## config.mk

```make
export PLATFORM = sky130hd
export DESIGN_NAME = sensor_record_field_parser_unit
export DESIGN_NICKNAME = d
export VERILOG_FILES = /design/src/hdl/srfp_pkg.sv /design/src/hdl/sensor_record_field_parser_unit.sv /design/src/hdl/srfp_front.sv /design/src/hdl/srfp_queue.sv /design/src/hdl/srfp_back.sv
export SDC_FILE = /design/constraint.sdc
export NUM_CORES = 1
export LEC_CHECK = 0
export BUFFER_PORTS_ARGS = -buffer_cell sky130_fd_sc_hd__buf_2
export CAP_MARGIN = 20
export CORE_MARGIN = 1.5
export CORE_UTILIZATION = 25
export CTS_CLUSTER_SIZE = 10
export DETAILED_ROUTE_END_ITERATION = 6
export PLACE_DENSITY_LB_ADDON = 0.2
export SLEW_MARGIN = 20
export SYNTH_ARGS = -nofsm -noshare
export SYNTH_HDL_FRONTEND = slang
export SYNTH_SLANG_ARGS = --single-unit
```

## constraint.sdc

```tcl
create_clock -name clk -period 17.1 [get_ports clk]
set_input_delay 2.565 -clock clk [delete_from_list [all_inputs] [get_ports clk]]
set_output_delay 2.565 -clock clk [all_outputs]
set_load 0.01 [all_outputs]
```

## src/hdl/srfp_pkg.sv

```systemverilog
// Package for the sensor record field parser: item types, opcodes and constants.
`default_nettype none
package srfp_pkg;

  typedef struct packed {
    logic [7:0] data_byte;
    logic       end_of_input;
  } in_item_t;

  typedef struct packed {
    logic [1:0]        status;
    logic [15:0]       year;
    logic [7:0]        month;
    logic [7:0]        day;
    logic [7:0]        hour;
    logic [7:0]        minute;
    logic signed [7:0] temperature;
  } out_item_t;

  localparam logic [1:0] ST_VALID  = 2'd0;
  localparam logic [1:0] ST_FORMAT = 2'd1;
  localparam logic [1:0] ST_RANGE  = 2'd2;

  localparam logic [2:0] OP_DIGIT   = 3'd0;
  localparam logic [2:0] OP_SEMI    = 3'd1;
  localparam logic [2:0] OP_SPACE   = 3'd2;
  localparam logic [2:0] OP_MINUS   = 3'd3;
  localparam logic [2:0] OP_NEWLINE = 3'd4;
  localparam logic [2:0] OP_EOI     = 3'd5;
  localparam logic [2:0] OP_OTHER   = 3'd6;

  typedef struct packed {
    logic [2:0] op;
    logic [3:0] digit;
  } q_item_t;

  typedef struct packed {
    logic [15:0] year_min;
    logic [15:0] year_max;
    logic [6:0]  temp_limit;
  } cfg_t;

  localparam logic [1:0] REG_YEAR_MIN   = 2'd0;
  localparam logic [1:0] REG_YEAR_MAX   = 2'd1;
  localparam logic [1:0] REG_TEMP_LIMIT = 2'd2;

  localparam logic [15:0] YEAR_MIN_RST   = 16'd1000;
  localparam logic [15:0] YEAR_MAX_RST   = 16'd2024;
  localparam logic [6:0]  TEMP_LIMIT_RST = 7'd99;

  localparam logic [2:0] FIELD_TEMP = 3'd5;
  localparam logic [2:0] FIELD_LAST = 3'd6;

  localparam logic [7:0] MONTH_MAX  = 8'd12;
  localparam logic [7:0] DAY_MAX    = 8'd31;
  localparam logic [7:0] HOUR_MAX   = 8'd23;
  localparam logic [7:0] MINUTE_MAX = 8'd59;

  localparam logic [7:0] CH_ZERO    = 8'h30;
  localparam logic [7:0] CH_NINE    = 8'h39;
  localparam logic [7:0] CH_SEMI    = 8'h3B;
  localparam logic [7:0] CH_SPACE   = 8'h20;
  localparam logic [7:0] CH_MINUS   = 8'h2D;
  localparam logic [7:0] CH_NEWLINE = 8'h0A;

  localparam int QUEUE_DEPTH_DEF = 4;

endpackage
`default_nettype wire

```

## src/hdl/sensor_record_field_parser_unit.sv

```systemverilog
// Top level of the sensor record field parser: config registers and front/queue/back.
// An item that causes a result is written into the queue, popped by the back end, then registered into out_valid.
// Throughput: one item per cycle; the back end retires one queued item per cycle whenever
// its result register is empty or being taken, and in_stall rises only when the queue is full.
// Reset (rst_n low, synchronous) empties the queue, clears line state and out_valid,
// and restores year_min 1000, year_max 2024, temp_limit 99.
`default_nettype none
module sensor_record_field_parser_unit import srfp_pkg::*; #(
  parameter int QUEUE_DEPTH = QUEUE_DEPTH_DEF
) (
  input  wire            clk,
  input  wire            rst_n,
  input  wire            in_valid,
  output logic           in_stall,
  input  wire in_item_t  in_data,
  output logic           out_valid,
  input  wire            out_stall,
  output out_item_t      out_data,
  input  wire            psel,
  input  wire            penable,
  input  wire            pwrite,
  input  wire [3:0]      paddr,
  input  wire [31:0]     pwdata,
  output logic [31:0]    prdata,
  output logic           pready
);

  cfg_t    cfg_r;
  q_item_t front_item, q_item;
  logic    q_full, q_valid, q_pop;
  logic    cfg_we;

  assign pready   = 1'b1;
  assign cfg_we   = psel && penable && pwrite && pready;
  assign in_stall = q_full;

  always_ff @(posedge clk) begin
    if (!rst_n) begin
      cfg_r.year_min   <= YEAR_MIN_RST;
      cfg_r.year_max   <= YEAR_MAX_RST;
      cfg_r.temp_limit <= TEMP_LIMIT_RST;
    end else if (cfg_we) begin
      case (paddr[3:2])
        REG_YEAR_MIN:   cfg_r.year_min   <= pwdata[15:0];
        REG_YEAR_MAX:   cfg_r.year_max   <= pwdata[15:0];
        REG_TEMP_LIMIT: cfg_r.temp_limit <= pwdata[6:0];
        default: ;
      endcase
    end
  end

  always_comb begin
    case (paddr[3:2])
      REG_YEAR_MIN:   prdata = {16'h0000, cfg_r.year_min};
      REG_YEAR_MAX:   prdata = {16'h0000, cfg_r.year_max};
      REG_TEMP_LIMIT: prdata = {25'h0, cfg_r.temp_limit};
      default:        prdata = '0;
    endcase
  end

  srfp_front u_front (
    .in_item (in_data),
    .q_item  (front_item)
  );

  srfp_queue #(
    .DEPTH (QUEUE_DEPTH)
  ) u_queue (
    .clk      (clk),
    .rst_n    (rst_n),
    .wr_en    (in_valid),
    .wr_item  (front_item),
    .full     (q_full),
    .rd_en    (q_pop),
    .rd_valid (q_valid),
    .rd_item  (q_item)
  );

  srfp_back u_back (
    .clk       (clk),
    .rst_n     (rst_n),
    .cfg       (cfg_r),
    .q_valid   (q_valid),
    .q_item    (q_item),
    .q_pop     (q_pop),
    .out_valid (out_valid),
    .out_stall (out_stall),
    .out_data  (out_data)
  );

endmodule
`default_nettype wire

```

## src/hdl/srfp_front.sv

```systemverilog
// Front end: classifies each input byte into a parser opcode.
`default_nettype none
module srfp_front import srfp_pkg::*; (
  input  wire in_item_t in_item,
  output q_item_t       q_item
);

  always_comb begin
    q_item.digit = in_item.data_byte[3:0];
    if (in_item.end_of_input) begin
      q_item.op = OP_EOI;
    end else if (in_item.data_byte >= CH_ZERO && in_item.data_byte <= CH_NINE) begin
      q_item.op = OP_DIGIT;
    end else begin
      case (in_item.data_byte)
        CH_NEWLINE: q_item.op = OP_NEWLINE;
        CH_SEMI:    q_item.op = OP_SEMI;
        CH_SPACE:   q_item.op = OP_SPACE;
        CH_MINUS:   q_item.op = OP_MINUS;
        default:    q_item.op = OP_OTHER;
      endcase
    end
  end

endmodule
`default_nettype wire

```

## src/hdl/srfp_queue.sv

```systemverilog
// Small FIFO of classified items between front and back.
`default_nettype none
module srfp_queue import srfp_pkg::*; #(
  parameter int DEPTH = QUEUE_DEPTH_DEF
) (
  input  wire          clk,
  input  wire          rst_n,
  input  wire          wr_en,
  input  wire q_item_t wr_item,
  output logic         full,
  input  wire          rd_en,
  output logic         rd_valid,
  output q_item_t      rd_item
);

  localparam int PW = $clog2(DEPTH);
  localparam int CW = $clog2(DEPTH + 1);

  q_item_t         mem_r [DEPTH];
  logic [PW-1:0]   wp_r, wp_nxt, rp_r, rp_nxt;
  logic [CW-1:0]   cnt_r, cnt_nxt;
  logic            do_wr, do_rd;

  assign full     = (cnt_r == CW'(DEPTH));
  assign rd_valid = (cnt_r != '0);
  assign rd_item  = mem_r[rp_r];
  assign do_wr    = wr_en && !full;
  assign do_rd    = rd_en && rd_valid;

  always_comb begin
    wp_nxt  = wp_r;
    rp_nxt  = rp_r;
    cnt_nxt = cnt_r;
    if (do_wr) begin
      wp_nxt = (wp_r == PW'(DEPTH - 1)) ? '0 : wp_r + 1'b1;
    end
    if (do_rd) begin
      rp_nxt = (rp_r == PW'(DEPTH - 1)) ? '0 : rp_r + 1'b1;
    end
    if (do_wr && !do_rd) begin
      cnt_nxt = cnt_r + 1'b1;
    end else if (!do_wr && do_rd) begin
      cnt_nxt = cnt_r - 1'b1;
    end
  end

  always_ff @(posedge clk) begin
    if (!rst_n) begin
      wp_r  <= '0;
      rp_r  <= '0;
      cnt_r <= '0;
    end else begin
      wp_r  <= wp_nxt;
      rp_r  <= rp_nxt;
      cnt_r <= cnt_nxt;
    end
  end

  always_ff @(posedge clk) begin
    if (do_wr) begin
      mem_r[wp_r] <= wr_item;
    end
  end

endmodule
`default_nettype wire

```

## src/hdl/srfp_back.sv

```systemverilog
// Back end: field accumulators, line state, range check and result register.
`default_nettype none
module srfp_back import srfp_pkg::*; (
  input  wire           clk,
  input  wire           rst_n,
  input  wire cfg_t     cfg,
  input  wire           q_valid,
  input  wire q_item_t  q_item,
  output logic          q_pop,
  output logic          out_valid,
  input  wire           out_stall,
  output out_item_t     out_data
);

  logic [2:0]  field_r, field_nxt;
  logic [15:0] year_r, year_nxt;
  logic [7:0]  month_r, month_nxt, day_r, day_nxt;
  logic [7:0]  hour_r, hour_nxt, minute_r, minute_nxt, temp_r, temp_nxt;
  logic        neg_r, neg_nxt, skip_r, skip_nxt, started_r, started_nxt;
  logic        out_valid_r, out_valid_nxt;
  out_item_t   out_data_r, out_data_nxt;

  logic        emit;
  logic [1:0]  emit_status;
  logic [1:0]  range_status;
  logic [15:0] year_x10;
  logic [7:0]  d8;
  logic signed [8:0] t9, lim9;
  logic        bad;

  assign q_pop     = q_valid && (!out_valid_r || !out_stall);
  assign out_valid = out_valid_r;
  assign out_data  = out_data_r;

  assign year_x10 = {year_r[12:0], 3'b000} + {year_r[14:0], 1'b0};
  assign d8       = {4'h0, q_item.digit};
  assign t9       = {temp_r[7], temp_r};
  assign lim9     = {2'b00, cfg.temp_limit};

  always_comb begin
    bad = (year_r < cfg.year_min) || (year_r > cfg.year_max) ||
          (month_r == 8'd0) || (month_r > MONTH_MAX) ||
          (day_r == 8'd0) || (day_r > DAY_MAX) ||
          (hour_r > HOUR_MAX) || (minute_r > MINUTE_MAX) ||
          (t9 > lim9) || (t9 < -lim9);
    range_status = bad ? ST_RANGE : ST_VALID;
  end

  always_comb begin
    field_nxt   = field_r;
    year_nxt    = year_r;
    month_nxt   = month_r;
    day_nxt     = day_r;
    hour_nxt    = hour_r;
    minute_nxt  = minute_r;
    temp_nxt    = temp_r;
    neg_nxt     = neg_r;
    skip_nxt    = skip_r;
    started_nxt = started_r;
    emit        = 1'b0;
    emit_status = range_status;
    if (q_pop) begin
      if (q_item.op == OP_EOI || q_item.op == OP_NEWLINE) begin
        emit = !skip_r && (q_item.op == OP_NEWLINE || started_r);
        field_nxt   = '0;
        year_nxt    = '0;
        month_nxt   = '0;
        day_nxt     = '0;
        hour_nxt    = '0;
        minute_nxt  = '0;
        temp_nxt    = '0;
        neg_nxt     = 1'b0;
        skip_nxt    = 1'b0;
        started_nxt = 1'b0;
      end else begin
        started_nxt = 1'b1;
        if (!skip_r) begin
          case (q_item.op)
            OP_DIGIT: begin
              case (field_r)
                3'd0: year_nxt   = year_x10 + {12'h000, q_item.digit};
                3'd1: month_nxt  = {month_r[4:0], 3'b000} + {month_r[6:0], 1'b0} + d8;
                3'd2: day_nxt    = {day_r[4:0], 3'b000} + {day_r[6:0], 1'b0} + d8;
                3'd3: hour_nxt   = {hour_r[4:0], 3'b000} + {hour_r[6:0], 1'b0} + d8;
                3'd4: minute_nxt = {minute_r[4:0], 3'b000} + {minute_r[6:0], 1'b0} + d8;
                FIELD_TEMP: begin
                  if (neg_r) begin
                    temp_nxt = {temp_r[4:0], 3'b000} + {temp_r[6:0], 1'b0} - d8;
                  end else begin
                    temp_nxt = {temp_r[4:0], 3'b000} + {temp_r[6:0], 1'b0} + d8;
                  end
                end
                default: ;
              endcase
            end
            OP_SEMI: begin
              if (field_r < FIELD_LAST) begin
                field_nxt = field_r + 1'b1;
              end
            end
            OP_SPACE: ;
            OP_MINUS: begin
              if (field_r == FIELD_TEMP && temp_r == 8'd0) begin
                neg_nxt = 1'b1;
              end else begin
                emit        = 1'b1;
                emit_status = ST_FORMAT;
                skip_nxt    = 1'b1;
              end
            end
            default: begin
              emit        = 1'b1;
              emit_status = ST_FORMAT;
              skip_nxt    = 1'b1;
            end
          endcase
        end
      end
    end
  end

  always_comb begin
    out_data_nxt = out_data_r;
    out_valid_nxt = out_valid_r && out_stall;
    if (emit) begin
      out_valid_nxt            = 1'b1;
      out_data_nxt.status      = emit_status;
      out_data_nxt.year        = year_r;
      out_data_nxt.month       = month_r;
      out_data_nxt.day         = day_r;
      out_data_nxt.hour        = hour_r;
      out_data_nxt.minute      = minute_r;
      out_data_nxt.temperature = temp_r;
    end
  end

  always_ff @(posedge clk) begin
    if (!rst_n) begin
      field_r     <= '0;
      year_r      <= '0;
      month_r     <= '0;
      day_r       <= '0;
      hour_r      <= '0;
      minute_r    <= '0;
      temp_r      <= '0;
      neg_r       <= 1'b0;
      skip_r      <= 1'b0;
      started_r   <= 1'b0;
      out_valid_r <= 1'b0;
    end else begin
      field_r     <= field_nxt;
      year_r      <= year_nxt;
      month_r     <= month_nxt;
      day_r       <= day_nxt;
      hour_r      <= hour_nxt;
      minute_r    <= minute_nxt;
      temp_r      <= temp_nxt;
      neg_r       <= neg_nxt;
      skip_r      <= skip_nxt;
      started_r   <= started_nxt;
      out_valid_r <= out_valid_nxt;
    end
  end

  always_ff @(posedge clk) begin
    out_data_r <= out_data_nxt;
  end

endmodule
`default_nettype wire

```

==> impl_metrics.tcl <==
set metrics [dict create \
    status "finished, final reports clean" \
    fin_skew_ns 0.0150 \
    fmax_ghz 0.152 \
    dpl_cell_area_sq_um 12400 \
    ys_types 63 \
    setup_ws_ns 10.51 \
    num_antenna_cells 0 \
    p_leak_uw 0.00566 \
    cts_buffer_depth 2 \
    crit_arrival_ns 4.03 \
    fin_crit_ns 6.59 \
    critical_path.cell_chain "buf_2, nor2b_1, nand2_1, o21ai_0, buf_2" \
    end_kind "primary output" \
    period_share 0.386 \
    slowest_delay_ns 0.60 \
    start_util 0.254 \
    finalMaxSlewViolations 0 \
    drt_iter0_drc 344 \
    dr.pass1.iters 4 \
    ys.flop_type "dfxtp_1" \
    portBuffers 109 \
    cts_tree "built" \
    synthTopCellsByArea "edfxtp_1 (23%), dfxtp_1 (20%), ha_1 (15%)" \
    yosysMostFrequentCell "ha_1" \
    cts.repair.resized 0 \
    hold_viol 0 \
    place_congestion 0.768 \
    ios 145 \
    clk_latency_ns 0.46 \
    worstMarginPinSlew_ns 1.06 \
    cts_hold_buf 0 \
    cp_max_fo 21 \
    grt_pass1_wl_mm 46.4 \
    rsz0062_at_grt "no" \
    grt_max_degree 47 \
    min_path_type "reg -> reg" \
    holdWs_ns 0.474 \
    synth_seq_area_share 0.426 \
    ir_drop_mv 0.0842 \
    cap_violations 0 \
    dp_slack_ns 10.53 \
    syn_inst 1142 \
    grt_pass1_vias 8223 \
    dp_hpwl_mm 21.1 \
    synth_top_area_cell "edfxtp_1" \
    grt.overflow.total 0 \
    start_kind "primary input" \
    netlist_area_sq_um 11300 \
    area_growth_pct 14.9 \
    vias_per_cell 4.56 \
    core_region_area_sq_um 44300 \
    cts_num_sinks 197 \
    maxSlewHeadroom 0.287 \
    setup_viol 0 \
    vias 8364 \
    syn_area_per_cell_sq_um 9.87 \
    dieArea_sq_um 46400 \
    cts_buffers 17 \
    synth_enable_flop_cells 86 \
    ys.warnings.count 0 \
    critPathKind "in -> out" \
    cp_num_buf_inv 2 \
    setup_tns_ns 0 \
    cts-root-buf "clkbuf_16" \
    cpMostUsedCell "buf_2" \
    async_reset_ff_frac 0 \
    grt_use_total 0.129 \
    nFillCells 4705 \
    cpLargestDelayFamily "simple AND/OR/NAND/NOR gates" \
    crit_required_ns 14.53 \
    design_area_sq_um 13000 \
    cts_htree_levels 4 \
    crit_slowest_cell "nor2b_1" \
    pwr_density_cell_nw_per_um2 134 \
    routed_wl_mm 29.1 \
    fin_nets 1431 \
    wire_per_inst_microns 15.9 \
    drive_above_1_share 0.136 \
    ant_nets 0 \
    cts.reportedPaths.clkPinSlew_ns 0.08 \
    drc_errors 0 \
    synth_seq_cells 197 \
    antenna_found_initial 0 \
    die_width_microns 215 \
    rows 77 \
    yosys-top-cells-count "ha_1 (134), dfxtp_1 (111), a21oi_1 (109)" \
    yosysTopAreaCellShare 0.229 \
    postCtsSetupBuffers 0 \
    die-height_microns 215 \
]
final timing paths:
| check | slack, ns | end | cells after the start | from |
|---|---|---|---|---|
| max | 10.51 | prdata[3] | 5 | paddr[2] |
| min | 0.47 | cfg_r[34] | 2 | cfg_r[34] |
| max reg2reg | 13.00 | u_back.year_r[15] | 10 | flip-flop |
| min reg2reg | 0.47 | cfg_r[34] | 2 | cfg_r[34] |
cells in the final DEF (no fill, tap or decap), drive strengths merged, types with 6 or more instances in the layout:
| cell type | instances |
|---|---|
| ha | 134 |
| buf | 114 |
| dfxtp | 111 |
| a21oi | 109 |
| nand2 | 106 |
| nor2 | 89 |
| inv | 89 |
| edfxtp | 86 |
| o21ai | 38 |
| nand3 | 35 |
| xnor2 | 29 |
| nor3 | 29 |
| mux2i | 24 |
| xor2 | 21 |
| a21o | 21 |
| clkbuf | 19 |
| conb | 17 |
| o211ai | 16 |
| nor2b | 15 |
| fa | 14 |
| nand4 | 12 |
| nand2b | 11 |
| a22oi | 10 |
| o21a | 9 |
| nor4 | 8 |
| and2 | 7 |
| mux4 | 7 |
| o21bai | 6 |
| o41ai | 6 |
| clkinv | 6 |
tightest hold or removal path, stage by stage (launching register included):
cell	delay (ns)
dfxtp_1	0.32
nand2_1	0.05
a21oi_1	0.05
metrics by stage:
stage	util	power [uW]	std cells
6_report	0.292	1730	1836
2_1_floorplan	-	1130	1157
5_1_grt	0.292	1860	1836
3_5_place_dp	0.279	1360	1804
3_3_place_gp	0.279	1350	1804
4_1_cts	0.292	1770	1836
layer usage:
metal	vias to the layer above	part of all wire	track usage	routed length [microns]
li1	4206	-	-	-
met2	104	0.48	0.216	14100
met3	21	0.022	0.0209	648
met5	-	0	0	0
met4	0	0.013	0.0410	379
met1	4033	0.48	0.170	14000
final cells by class:
class                      count  area, sq um  share of cell area
multi-input combinational    818         5930               0.458
sequential                   197         4800               0.371
tap                          592          741              0.0572
clock buffer                  19          443              0.0342
inverter                      83          312              0.0240
timing repair buffer         114          583              0.0450
clock inverter                13          140              0.0108
flip-flops by register name, summed over array words and instances, names as in the netlist, named ones only:
register,cells
u_back.out_data,58
cfg_r,39
u_queue.mem_r,28
u_back.year_r,16
u_back.day_r,8
u_back.hour_r,8
u_back.minute_r,8
u_back.month_r,8
u_back.temp_r,8
u_back.field_r,3
u_queue.cnt_r,3
u_queue.rp_r,2
u_queue.wp_r,2
u_back.neg_r,1
u_back.out_valid,1
u_back.skip_r,1
u_back.started_r,1
cells by family after synthesis:
family                   count (synthesis)  share of synthesized area
AND/OR/NAND/NOR                        334                      0.139
AO/OA/AOI/OAI                          238                      0.131
flip-flops                             197                      0.426
adder cells (fa/ha/maj)                148                      0.174
buffers and inverters                  142                     0.0556
XOR/XNOR                                50                     0.0388
multiplexers                            31                     0.0353
other                                    2                   0.000666
report_power, final:
| group | total, uW | leakage, uW | internal, uW | switching [uW] |
|---|---|---|---|---|
| registers | 708 | 0.00172 | 629 | 78.7 |
| logic | 624 | 0.00366 | 222 | 403 |
| clock network | 400 | 0.000281 | 198 | 202 |
| total | 1730 | 0.00566 | 1050 | 683 |
No activity file was read; power rests on OpenSTA's default activity.
